===== config.mk =====
export PLATFORM = sky130hd
export DESIGN_NAME = centi_value_to_decimal_text
export DESIGN_NICKNAME = d
export VERILOG_FILES = /design/src/rtl/core/cvdt_pkg.sv /design/src/rtl/core/cvdt_front.sv /design/src/rtl/core/cvdt_queue.sv /design/src/rtl/core/cvdt_back.sv /design/src/rtl/core/centi_value_to_decimal_text.sv
export SDC_FILE = /design/constraint.sdc
export NUM_CORES = 2
export LEC_CHECK = 0
export BUFFER_PORTS_ARGS = -buffer_cell sky130_fd_sc_hd__buf_2
export CAP_MARGIN = 20
export CORE_ASPECT_RATIO = 0.9
export CORE_UTILIZATION = 66
export CTS_CLUSTER_DIAMETER = 50
export DETAILED_ROUTE_END_ITERATION = 8
export PLACE_DENSITY = 0.93
export SETUP_SLACK_MARGIN = 0.1
export SLEW_MARGIN = 20
export SYNTH_ARGS = -nofsm -noshare
export SYNTH_HDL_FRONTEND = slang
export SYNTH_HIERARCHICAL = 1
export SYNTH_SLANG_ARGS = --single-unit
export TNS_END_PERCENT = 20

===== constraint.sdc =====
create_clock -name clock -period 18.35 [get_ports clock]
set_input_delay 0.9175 -clock clock [delete_from_list [all_inputs] [get_ports clock]]
set_output_delay 0.9175 -clock clock [all_outputs]
set_load 0.02 [all_outputs]

===== src/rtl/core/cvdt_pkg.sv =====
// shared types and constants of the centi value to decimal text block
// used by the front, the queue, the back and the top level; no dependencies
package cvdt_pkg;

   localparam int MAX_CHARS   = 10;
   localparam int COUNT_W     = $clog2(MAX_CHARS + 1);
   localparam int QUEUE_DEPTH = 2;
   localparam int QUEUE_PTR_W = $clog2(QUEUE_DEPTH);

   localparam logic [1:0] MODE_UNITS  = 2'd0;
   localparam logic [1:0] MODE_TENTHS = 2'd1;

   localparam logic [7:0] CHAR_NUL   = 8'h00;
   localparam logic [7:0] CHAR_ZERO  = 8'h30;
   localparam logic [7:0] CHAR_POINT = 8'h2E;
   localparam logic [7:0] CHAR_MINUS = 8'h2D;

   // reciprocals for exact division of any 32-bit value
   localparam logic [31:0] RECIP_TEN     = 32'hCCCC_CCCD;
   localparam int          SHIFT_TEN     = 35;
   localparam logic [31:0] RECIP_HUNDRED = 32'h51EB_851F;
   localparam int          SHIFT_HUNDRED = 37;

   typedef struct packed {
      logic [MAX_CHARS-1:0][7:0] chars;
      logic [COUNT_W-1:0]        count;
      logic                      sign;
      logic                      ok;
   } cvdt_text_type;

endpackage


===== src/rtl/core/cvdt_front.sv =====
// front part: accepts items, rounds the magnitude and converts it to digits
// depends on cvdt_pkg; hands a finished text descriptor to the queue
module cvdt_front import cvdt_pkg::*; (
   input  logic          clock,
   input  logic          reset,
   input  logic          req_tvalid,
   output logic          req_tready,
   input  logic [47:0]   req_tdata,  // value_centi[31:0], decimal_mode[33:32], capacity[41:34]
   output logic          push_valid,
   input  logic          push_ready,
   output cvdt_text_type push_data
);

   typedef enum logic [7:0] {
      ST_IDLE   = 8'b0000_0001,
      ST_MUL    = 8'b0000_0010,
      ST_REM    = 8'b0000_0100,
      ST_ROUND  = 8'b0000_1000,
      ST_DMUL   = 8'b0001_0000,
      ST_DSPLIT = 8'b0010_0000,
      ST_CHECK  = 8'b0100_0000,
      ST_PUSH   = 8'b1000_0000
   } state_type;

   state_type                 state_ff, state_in;
   logic [31:0]               mag_ff, mag_in;
   logic                      neg_ff, neg_in;
   logic                      tenths_ff, tenths_in;
   logic [7:0]                cap_ff, cap_in;
   logic [63:0]               prod_ff, prod_in;
   logic [27:0]               quot_ff, quot_in;
   logic [6:0]                frac_ff, frac_in;
   logic [27:0]               rem_ff, rem_in;
   logic                      nz_ff, nz_in;
   logic [59:0]               dprod_ff, dprod_in;
   logic [MAX_CHARS-1:0][7:0] chars_ff, chars_in;
   logic [COUNT_W-1:0]        count_ff, count_in;
   logic                      ok_ff, ok_in;

   logic [31:0]        raw;
   logic [1:0]         mode;
   logic [7:0]         cap;
   logic [27:0]        quot;
   logic [6:0]         div7;
   logic               inc;
   logic [24:0]        dquot;
   logic [3:0]         digit;
   logic [COUNT_W-1:0] next_count;
   logic               sign;
   logic [COUNT_W-1:0] len;

   assign raw  = req_tdata[31:0];
   assign mode = req_tdata[33:32];
   assign cap  = req_tdata[41:34];

   assign req_tready = (state_ff == ST_IDLE);
   assign push_valid = (state_ff == ST_PUSH);
   assign sign       = neg_ff & nz_ff;

   always_comb begin
      push_data = '0;
      if (ok_ff) begin
         push_data.chars = chars_ff;
         push_data.count = count_ff;
         push_data.sign  = sign;
         push_data.ok    = 1'b1;
      end
   end

   always_comb begin
      state_in  = state_ff;
      mag_in    = mag_ff;
      neg_in    = neg_ff;
      tenths_in = tenths_ff;
      cap_in    = cap_ff;
      prod_in   = prod_ff;
      quot_in   = quot_ff;
      frac_in   = frac_ff;
      rem_in    = rem_ff;
      nz_in     = nz_ff;
      dprod_in  = dprod_ff;
      chars_in  = chars_ff;
      count_in  = count_ff;
      ok_in     = ok_ff;

      quot       = tenths_ff ? prod_ff[SHIFT_TEN +: 28] : 28'(prod_ff[63:SHIFT_HUNDRED]);
      div7       = tenths_ff ? 7'd10 : 7'd100;
      inc        = {frac_ff, 1'b0} >= {1'b0, div7};
      dquot      = dprod_ff[59:SHIFT_TEN];
      digit      = rem_ff[3:0] - 4'(dquot[3:0] * 4'd10);
      next_count = (tenths_ff && count_ff == '0) ? COUNT_W'(2) : count_ff + COUNT_W'(1);
      len        = count_ff + COUNT_W'(sign);

      case (state_ff)
         ST_IDLE: begin
            if (req_tvalid) begin
               neg_in    = raw[31];
               mag_in    = raw[31] ? (32'd0 - raw) : raw;
               tenths_in = (mode == MODE_TENTHS);
               cap_in    = cap;
               count_in  = '0;
               if (cap == 8'd0 || !(mode inside {MODE_UNITS, MODE_TENTHS})) begin
                  ok_in    = 1'b0;
                  state_in = ST_PUSH;
               end else begin
                  ok_in    = 1'b1;
                  state_in = ST_MUL;
               end
            end
         end
         ST_MUL: begin
            prod_in  = 64'(mag_ff) * 64'(tenths_ff ? RECIP_TEN : RECIP_HUNDRED);
            state_in = ST_REM;
         end
         ST_REM: begin
            quot_in  = quot;
            frac_in  = mag_ff[6:0] - 7'(quot[6:0] * div7);
            state_in = ST_ROUND;
         end
         ST_ROUND: begin
            rem_in   = quot_ff + 28'(inc);
            nz_in    = (quot_ff != '0) | inc;
            state_in = ST_DMUL;
         end
         ST_DMUL: begin
            dprod_in = 60'(rem_ff) * 60'(RECIP_TEN);
            state_in = ST_DSPLIT;
         end
         ST_DSPLIT: begin
            chars_in[count_ff] = CHAR_ZERO + 8'(digit);
            if (tenths_ff && count_ff == '0) begin
               chars_in[1] = CHAR_POINT;
            end
            count_in = next_count;
            rem_in   = 28'(dquot);
            if (dquot != '0 || (tenths_ff && next_count < COUNT_W'(3))) begin
               state_in = ST_DMUL;
            end else begin
               state_in = ST_CHECK;
            end
         end
         ST_CHECK: begin
            if (8'(len) + 8'd1 > cap_ff) begin
               ok_in = 1'b0;
            end
            state_in = ST_PUSH;
         end
         ST_PUSH: begin
            if (push_ready) begin
               state_in = ST_IDLE;
            end
         end
         default: begin
            state_in = ST_IDLE;
         end
      endcase
   end

   always_ff @(posedge clock) begin
      if (reset) begin
         state_ff <= ST_IDLE;
      end else begin
         state_ff <= state_in;
      end
      mag_ff    <= mag_in;
      neg_ff    <= neg_in;
      tenths_ff <= tenths_in;
      cap_ff    <= cap_in;
      prod_ff   <= prod_in;
      quot_ff   <= quot_in;
      frac_ff   <= frac_in;
      rem_ff    <= rem_in;
      nz_ff     <= nz_in;
      dprod_ff  <= dprod_in;
      chars_ff  <= chars_in;
      count_ff  <= count_in;
      ok_ff     <= ok_in;
   end

endmodule


===== src/rtl/core/cvdt_queue.sv =====
// short queue of text descriptors between the front and the back
// depends on cvdt_pkg for the descriptor type and the depth
module cvdt_queue import cvdt_pkg::*; (
   input  logic          clock,
   input  logic          reset,
   input  logic          push_valid,
   output logic          push_ready,
   input  cvdt_text_type push_data,
   output logic          pop_valid,
   input  logic          pop_ready,
   output cvdt_text_type pop_data
);

   cvdt_text_type              entry_ff [QUEUE_DEPTH];
   logic [QUEUE_PTR_W-1:0]     wr_ptr_ff, wr_ptr_in;
   logic [QUEUE_PTR_W-1:0]     rd_ptr_ff, rd_ptr_in;
   logic [QUEUE_PTR_W:0]       fill_ff, fill_in;
   logic                       do_push;
   logic                       do_pop;

   assign push_ready = (fill_ff != (QUEUE_PTR_W + 1)'(QUEUE_DEPTH));
   assign pop_valid  = (fill_ff != '0);
   assign pop_data   = entry_ff[rd_ptr_ff];
   assign do_push    = push_valid & push_ready;
   assign do_pop     = pop_valid & pop_ready;

   always_comb begin
      wr_ptr_in = wr_ptr_ff;
      rd_ptr_in = rd_ptr_ff;
      fill_in   = fill_ff;
      if (do_push) begin
         wr_ptr_in = (wr_ptr_ff == QUEUE_PTR_W'(QUEUE_DEPTH - 1)) ? '0
                                                                  : wr_ptr_ff + 1'b1;
      end
      if (do_pop) begin
         rd_ptr_in = (rd_ptr_ff == QUEUE_PTR_W'(QUEUE_DEPTH - 1)) ? '0
                                                                  : rd_ptr_ff + 1'b1;
      end
      case ({do_push, do_pop})
         2'b10:   fill_in = fill_ff + 1'b1;
         2'b01:   fill_in = fill_ff - 1'b1;
         default: fill_in = fill_ff;
      endcase
   end

   always_ff @(posedge clock) begin
      if (reset) begin
         wr_ptr_ff <= '0;
         rd_ptr_ff <= '0;
         fill_ff   <= '0;
      end else begin
         wr_ptr_ff <= wr_ptr_in;
         rd_ptr_ff <= rd_ptr_in;
         fill_ff   <= fill_in;
      end
      if (do_push) begin
         entry_ff[wr_ptr_ff] <= push_data;
      end
   end

endmodule


===== src/rtl/core/cvdt_back.sv =====
// back part: emits the characters of one text descriptor, one item per cycle while the result channel is ready
// depends on cvdt_pkg; drives the registered result channel
module cvdt_back import cvdt_pkg::*; (
   input  logic          clock,
   input  logic          reset,
   input  logic          pop_valid,
   output logic          pop_ready,
   input  cvdt_text_type pop_data,
   output logic          rsp_tvalid,
   input  logic          rsp_tready,
   output logic [7:0]    rsp_tdata,  // text_char[7:0]
   output logic          rsp_tuser,  // ok[0]
   output logic          rsp_tlast
);

   logic                      busy_ff, busy_in;
   logic                      sign_ff, sign_in;
   logic                      ok_ff, ok_in;
   logic [COUNT_W-1:0]        idx_ff, idx_in;
   logic [MAX_CHARS-1:0][7:0] chars_ff, chars_in;
   logic                      valid_ff, valid_in;
   logic [7:0]                char_ff, char_in;
   logic                      rok_ff, rok_in;
   logic                      last_ff, last_in;
   logic                      advance;
   logic [COUNT_W-1:0]        idx_dec;

   assign pop_ready  = ~busy_ff;
   assign advance    = ~valid_ff | rsp_tready;
   assign idx_dec    = idx_ff - COUNT_W'(1);
   assign rsp_tvalid = valid_ff;
   assign rsp_tdata  = char_ff;
   assign rsp_tuser  = rok_ff;
   assign rsp_tlast  = last_ff;

   always_comb begin
      busy_in  = busy_ff;
      sign_in  = sign_ff;
      ok_in    = ok_ff;
      idx_in   = idx_ff;
      chars_in = chars_ff;
      valid_in = valid_ff;
      char_in  = char_ff;
      rok_in   = rok_ff;
      last_in  = last_ff;
      if (!busy_ff && pop_valid) begin
         busy_in  = 1'b1;
         sign_in  = pop_data.sign;
         ok_in    = pop_data.ok;
         idx_in   = pop_data.count;
         chars_in = pop_data.chars;
      end
      if (advance) begin
         valid_in = busy_ff;
         if (busy_ff) begin
            if (sign_ff) begin
               char_in = CHAR_MINUS;
               rok_in  = 1'b1;
               last_in = 1'b0;
               sign_in = 1'b0;
            end else if (idx_ff != '0) begin
               char_in = chars_ff[idx_dec];
               rok_in  = 1'b1;
               last_in = 1'b0;
               idx_in  = idx_dec;
            end else begin
               char_in = CHAR_NUL;
               rok_in  = ok_ff;
               last_in = 1'b1;
               busy_in = 1'b0;
            end
         end
      end
   end

   always_ff @(posedge clock) begin
      if (reset) begin
         busy_ff  <= 1'b0;
         valid_ff <= 1'b0;
      end else begin
         busy_ff  <= busy_in;
         valid_ff <= valid_in;
      end
      sign_ff  <= sign_in;
      ok_ff    <= ok_in;
      idx_ff   <= idx_in;
      chars_ff <= chars_in;
      char_ff  <= char_in;
      rok_ff   <= rok_in;
      last_ff  <= last_in;
   end

endmodule


===== src/rtl/core/centi_value_to_decimal_text.sv =====
// top level of the centi value to decimal text block
// depends on cvdt_pkg, cvdt_front, cvdt_queue and cvdt_back
//
// Each request item carries a signed value in hundredths, a decimals mode and a
// buffer capacity; the block answers with the rounded text, one ASCII character
// per response item, ending in a NUL marked by tlast, or with a single NUL whose
// ok flag is 0 when the mode is invalid, the capacity is zero or the text does
// not fit. The front converts an item with one reciprocal multiply, a remainder
// step and a rounding step, then one reciprocal multiply and one split step per
// digit (1 to 9 digits), a fit check and a push, and takes the next item only
// after it has pushed the last one; an item rejected at the input goes straight
// to the push. The back emits n + 1 items for n characters, one per cycle while
// the result channel is ready, and loads the next text after the NUL. A
// two-entry queue between them lets the front convert the next item while the
// back is still emitting, so the sustained rate is set by the slower of the two.
module centi_value_to_decimal_text import cvdt_pkg::*; (
   input  logic        clock,
   input  logic        reset,
   input  logic        req_tvalid,
   output logic        req_tready,
   input  logic [47:0] req_tdata,   // value_centi[31:0], decimal_mode[33:32], capacity[41:34]
   output logic        rsp_tvalid,
   input  logic        rsp_tready,
   output logic [7:0]  rsp_tdata,   // text_char[7:0]
   output logic        rsp_tuser,   // ok[0]
   output logic        rsp_tlast
);

   logic          push_valid;
   logic          push_ready;
   cvdt_text_type push_data;
   logic          pop_valid;
   logic          pop_ready;
   cvdt_text_type pop_data;

   cvdt_front u_front (
      .clock      (clock),
      .reset      (reset),
      .req_tvalid (req_tvalid),
      .req_tready (req_tready),
      .req_tdata  (req_tdata),
      .push_valid (push_valid),
      .push_ready (push_ready),
      .push_data  (push_data)
   );

   cvdt_queue u_queue (
      .clock      (clock),
      .reset      (reset),
      .push_valid (push_valid),
      .push_ready (push_ready),
      .push_data  (push_data),
      .pop_valid  (pop_valid),
      .pop_ready  (pop_ready),
      .pop_data   (pop_data)
   );

   cvdt_back u_back (
      .clock      (clock),
      .reset      (reset),
      .pop_valid  (pop_valid),
      .pop_ready  (pop_ready),
      .pop_data   (pop_data),
      .rsp_tvalid (rsp_tvalid),
      .rsp_tready (rsp_tready),
      .rsp_tdata  (rsp_tdata),
      .rsp_tuser  (rsp_tuser),
      .rsp_tlast  (rsp_tlast)
   );

endmodule

## After elaboration in Yosys (flattened, before gate mapping)

Memories as Yosys holds them, arrays and structs flattened. A register that Yosys moved wholly into a read port is not among the register bits.
Cells that the tools add are included.

- Register bits after elaboration: 425
- Memory bits (writable): 172
- Input bits: 52
- Output and inout bits: 12
- Word-level logic and storage cells: 167
- Memories kept: 1

- $add $sub $neg: 13
- Multiply operators: 4
- Magnitude comparators: 6
- Eq/ne operators: 15
- Mux-type cells: 46
- Bitwise logic cells: 8
- Reductions and logical operators: 27

Memory list:

| name | depth | bits a word | read ports | clocked after Yosys merged registers in | write ports | RTL line | text |
|---|---|---|---|---|---|---|---|
| u_queue.entry_ff | 2 | 86 | 1 | 1 | 1 | cvdt_queue.sv:14 | `cvdt_text_type entry_ff [QUEUE_DEPTH];` |

Operators with widths:

| operator | number |
|---|---|
| two-way mux 86 bit | 1 |
| bitwise mux 80 bit | 1 |
| multiplier 32 x 64 -> 64 bit | 1 |
| case mux 8 bit (8 select lines) | 1 |
| multiplier 28 x 32 -> 60 bit, second input constant | 1 |
| case mux 28 bit (2 select lines) | 1 |
| two-way mux 8 bit | 5 |
| binary-select mux 8 bit (select 4 bit) | 1 |
| demux 8 bit (select 4 bit) | 1 |
| two-way mux 32 bit | 1 |
| subtractor 1 x 32 -> 32 bit, first input constant | 1 |
| two-way mux 31 bit | 1 |
| adder 28 x 1 -> 28 bit | 1 |
| two-way mux 4 bit | 7 |
| nonzero test 28 bit | 1 |
| two-way mux 27 bit | 1 |
| nonzero test 25 bit | 1 |
| two-way mux 1 bit | 19 |
| two-way mux 7 bit | 2 |
| nonzero test 2 bit | 6 |
| less-than comparator 4 x 5 -> 1 bit, second input constant | 2 |
| equality test 8 x 1 -> 1 bit, second input constant | 1 |
| equality test 8 x 2 -> 1 bit, second input constant | 1 |
| equality test 8 x 3 -> 1 bit, second input constant | 1 |
| 42 further kinds | 60 |

## Logic depth before layout (Yosys ltp)

- Depth in word-level cells: 8
- Depth in mapped cells: 32
- Gate-level depth less buffers: 29

## Hierarchy

The synthesis kept the hierarchy.

Modules (own cells, without submodules):

| module | times used | cells an instance | area an instance (µm²) | seq. area each (µm²) |
|---|---|---|---|---|
| cvdt_front | 1 | 4207 | 44204.9 | 6436.2 |
| cvdt_queue | 1 | 292 | 6437.4 | 5265.0 |
| cvdt_back | 1 | 195 | 3858.7 | 2872.8 |

## Least setup slack after synthesis

Ideal clock, no wire load.

- Path kind: register to register
- From: register u_front.tenths_ff
- To: register u_front.prod_ff[62] (data pin)
- Library setup time: 259 ps
- Arrival: 8068 ps
- Required time: 18091 ps
- Path slack: 10022 ps
- Stages on the path, launching flop included: 29
- Path buffers: 4
- Period minus slack after synthesis: 8328 ps
- Cells stage by stage: edfxtp_1 -> clkbuf_1 -> clkbuf_1 -> clkbuf_1 -> buf_1 -> nand2_1 -> fa_1 -> inv_1 -> fa_1 -> inv_1 -> fa_1 -> fa_1 -> inv_1 -> fa_1 -> fa_1 -> fa_1 -> fa_1 -> ha_1 -> a21o_1 -> a31o_2 -> a2111oi_0 -> a2111o_1 -> a41oi_1 -> o21ai_0 -> a211oi_1 -> o211ai_1 -> a21oi_1 -> a41oi_1 -> xnor2_1

- Cells in the longest elaborated chain, start to end: 2

Ends and longest elaborated chain:

| element | RTL line | text |
|---|---|---|
| start, declared | cvdt_front.sv:28 | `logic tenths_ff, tenths_in;` |
| start signal, assigned | cvdt_front.sv:167 | `tenths_ff <= tenths_in;` |
| two-way mux 32 bit | cvdt_front.sv:112 | `prod_in = 64'(mag_ff) * 64'(tenths_ff ? RECIP_TEN : RECIP_HUNDRED);` |
| multiplier 32 x 64 -> 64 bit | cvdt_front.sv:112 |  |
| end signal, assigned | cvdt_front.sv:169 | `prod_ff <= prod_in;` |
| end, declared | cvdt_front.sv:30 | `logic [63:0] prod_ff, prod_in;` |

Every way passes these cells.
A chain may end at the register's enable or synchronous reset.

## Worst setup path after layout

Same ends and word-level chain as after synthesis.

==> results.md <==
- Measured in cells, the most critical reg-to-reg path has a length of 28.
- Cells with a size suffix above 1 make up 6.56% of the layout.
- The fraction of the mapped netlist area in compound gates is 4.39%.
- The number of flops mapped to enable cells by yosys is 472.
- The highest attainable clock frequency is 96.5 MHz.
- Wires add up to 134000 µm.
- In the post-synthesis netlist, the cell with the most instances is sky130_fd_sc_hd__inv_1.
- The vertical die dimension is 275 µm.
- The row count is 99.
- The overall via count from detail_route is 34860.
- The number of buffers inserted to repair setup after CTS is 0.
- Counting stages on the worst path, the most repeated cell is sky130_fd_sc_hd__fa_1.
- The maximum fanout encountered on the critical timing path is 40.
- The simple logic cell fraction of the synthesized area is 5.58%.
- Once detail routing completed, the nets flagged for antenna violations numbered 0.
- The initial antenna violation count came to 4.
- By area, the combinational part of the netlist is dominated by adder cells.
- The die outline area is 83700 µm².
- The startpoint of the lowest-slack register-to-register path is u_front/tenths_ff.
- The total negative setup slack is 0 ns.
- The clock input transition at the sequential cells of the worst setup and hold paths is 0.06 ns.
- Tracing the worst setup path back leads to its startpoint at u_front/tenths_ff.
- The final number of max-transition violations is 0.
- Sorting the synthesized cells by how often they occur yields sky130_fd_sc_hd__inv_1, sky130_fd_sc_hd__fa_1, sky130_fd_sc_hd__ha_1.
- After Yosys synthesis, full adders, half adders and majority gates account for 47.8% of the synthesized area.
- The number of nets in the finished design is 6359.
- Entering global routing, the biggest net connects 88 pins.
- The most critical setup path has its endpoint at u_front/prod_ff[62].
- In this run the register-to-register setup slack is 7.98 ns.
- The worst pin sits at a relative slew slack of 19.7%.
- In this run the clock root is driven by a sky130_fd_sc_hd__clkbuf_16.
- At the worst endpoint, the required time is 18.74 ns.
- The shortest period the worst path allows is 10.37 ns.
- In this run the biggest area consumer among cell types represents 31.2% of the synthesized area.
- The count of distinct cell types in the synthesized netlist is 83.
- The clock skew is 0.0586 ns.
- The synthesized design contains 492 register bits.
- The total area inside the core boundary comes to 81400 µm².
- Counting the buffers created by CTS gives 47.
- The sort of element at the end of the critical path is a flip-flop.
- The arrival time at the worst endpoint is 10.75 ns.
- The tool flagged a number of max-cap violations equal to 0.
- The final-report setup violation count is 0.
- The detailed placement HPWL is 107000 µm.
- The post-synthesis mux area share is 3.28%.
- Pin placement for this block handled 64 I/O pins.
- On the worst path, the slowest cell contributes a delay of 0.65 ns.
- The number of global-route vias before repair is 38498.
- At the end of the flow the core is filled with cells to 70.4%.
- Setup repair after global routing left no endpoint under its margin.
- The clock latency reported for the late side of the worst-skew pair is 0.63 ns.
- Summed over all instances, the cell type with the most area after synthesis is sky130_fd_sc_hd__fa_1.
- The first global-routing pass estimated 210000 µm of wire.
- The flow ran to the end, and the final reports show no timing, DRC or antenna violations.
- Of the total synthesized cell area, the portion taken by XOR and XNOR cells is 2.52%.
- On the critical path, the stage with the largest delay is an instance of sky130_fd_sc_hd__fa_1.
- The count of instances resized after the clock tree is built is 0.
- The tightest min-delay check is of the reg2reg type.
- The worst-case clock buffer depth is 3.
- For this run the aggregate overflow at the end of global routing stands at 0.
- The post-route clock period utilization is 56.5%.
- The cell family with the largest share of critical-path delay is adder cells.
- After synthesis the cells add up to 54500 µm².
- The number of remaining DRC errors is 0.
- The dominant synthesized flop cell is sky130_fd_sc_hd__edfxtp_1.
- The clock sink total is 492.
- The share of synthesized flip-flops with an asynchronous set or reset is 0%.
- From left edge to right edge, the die measures 305 µm.
- The CTS H-tree depth is 2.
- The pre-antenna-repair detailed-routing pass consisted of 7 iterations.
- Counting buffers and inverters, the worst setup path is 28 cells deep.
- Compared with the post-synthesis result, the final layout area differs by 5.14%.
- The congestion estimate from routability-driven global placement came to 1.02.
- The slew at the pin closest to its max-slew limit is 1.20 ns.
- The critical path contains buffers and inverters numbering 8 combined.
- For this run, the number of Yosys warnings is 6.
- Synthesis handed over a netlist of 4694 instances.
- Buffers inserted to repair hold after CTS numbered 0.
- In this run the critical register-to-register path is captured at u_front/prod_ff[62].
- The ratio of routed vias to standard cells is 5.98.
- The clock tree from TritonCTS is built.
- Input and output buffers added on the ports amount to 57.
- The startpoint type of the worst setup path is a flip-flop.
- The post-synthesis sequential area ratio is 26.7%.
- In this run, the number of DRC markers left after iteration 0 of detailed routing was 3276.
- In the global route stage, overall resource usage came out at 33.2%.
- The hold violation total from the final report came to 0.
- The type of the worst setup path is reg2reg.
- The average instance in the mapped netlist occupies 11.6 µm².
- After synthesis, the cell types taking the most area are sky130_fd_sc_hd__fa_1, sky130_fd_sc_hd__edfxtp_1, sky130_fd_sc_hd__ha_1, sky130_fd_sc_hd__inv_1, sky130_fd_sc_hd__mux2_2.
- Dividing the detail-routed wire length by the instance count gives 23.0 µm.
- The starting utilization of the core area is 67.0%.
==> kinds of logic (layout without fill, tap and decap cells) <==
family / after synthesis / in the layout
adders and majority gates: 1571 / 1571
buffers and inverters: 1357 / 1416
and+or+nand+nor: 608 / 608
DFF: 492 / 492
AOI/OAI and AO/OA: 364 / 364
xor gates and xnor gates: 156 / 156
muxes: 144 / 144
other: 2 / 21
==> placed cells by master (no fill, tap or decap), types with 16 or more instances in the layout <==
master	instances
sky130_fd_sc_hd__a21o_1	66
sky130_fd_sc_hd__a21oi_1	104
sky130_fd_sc_hd__and2_1	62
sky130_fd_sc_hd__and3_1	33
sky130_fd_sc_hd__buf_2	57
sky130_fd_sc_hd__buf_4	19
sky130_fd_sc_hd__clkbuf_16	47
sky130_fd_sc_hd__conb_1	20
sky130_fd_sc_hd__dfxtp_1	18
sky130_fd_sc_hd__edfxtp_1	472
sky130_fd_sc_hd__fa_1	849
sky130_fd_sc_hd__ha_1	722
sky130_fd_sc_hd__inv_1	1251
sky130_fd_sc_hd__mux2_2	112
sky130_fd_sc_hd__nand2_1	215
sky130_fd_sc_hd__nand3_1	41
sky130_fd_sc_hd__nand4_1	22
sky130_fd_sc_hd__nor2_1	109
sky130_fd_sc_hd__nor2b_1	20
sky130_fd_sc_hd__nor4_1	16
sky130_fd_sc_hd__o21ai_0	68
sky130_fd_sc_hd__or2_2	16
sky130_fd_sc_hd__xnor2_1	119
sky130_fd_sc_hd__xor2_1	36
==> worst min path at each step <==
stage / from / end / cells past startpoint
2_1_floorplan: u_back/busy_ff / u_back/busy_ff / 2
5_1_grt: req_tdata[39] / u_front/cap_ff[5] / 1
3_3_place_gp: u_back/busy_ff / u_back/rsp_tvalid / 2
3_5_place_dp: u_back/busy_ff / u_back/busy_ff / 2
4_1_cts: u_back/busy_ff / u_back/busy_ff / 2
6_report: u_back/busy_ff / u_back/busy_ff / 2
==> cell type report <==
type | instances | area [µm²]
inverter | 1254 | 4710
sequential | 492 | 14600
antenna | 1 | 2.50
clock inverter | 29 | 307
multi-input combinational | 2863 | 34700
fill | 5138 | 24100
timing repair buffer | 78 | 467
tap | 1060 | 1330
clock buffer | 55 | 1210
==> routing by layer <==
metal | vias up | wire [µm] | global-route usage [%] | part of all wire, %
met2 | 2070 | 64000 | 55.9 | 48
met5 | - | 40 | 0 | 0.030
met4 | 6 | 7240 | 15.3 | 5.4
met1 | 17261 | 49000 | 40.7 | 37
li1 | 15017 | - | - | -
met3 | 506 | 13800 | 8.20 | 10
==> metrics by stage <==
step                setup slack (ns)  instances  hold slack (ns)  cell area [µm²]
detailed placement              8.38       5747            0.485            55800
global route                    7.71       5831            0.505            57300
global placement                8.47       5746            0.473            55800
floorplan                      10.02       4712            0.455            54600
finish                          7.98       5832            0.503            57300
CTS                             8.27       5831            0.497            57300
==> sequential cells by signal (all words and copies together) (netlist names), 25 cells and up, named ones only <==
signal,cells
u_front/rem_ff,28
u_front/dprod_ff,25
u_back/chars_ff,80
u_queue/entry_ff,172
u_front/mag_ff,32
u_front/chars_ff,44
u_front/quot_ff,28
u_front/prod_ff,29
==> worst reg2reg max path: cells and delay by family (launching register included) <==
| kind | cells | cell delay, ns |
|---|---|---|
| adder cells (fa/ha/maj) | 9 | 4.59 |
| AO/OA/AOI/OAI | 7 | 2.41 |
| buffers and inverters | 8 | 1.77 |
| AND/OR/NAND/NOR | 3 | 0.83 |
| flip-flops | 1 | 0.35 |
| XOR/XNOR | 1 | 0.16 |
Power is not shown: default switching activity piles up to over one toggle a cycle in this logic, so the estimate is an artifact.
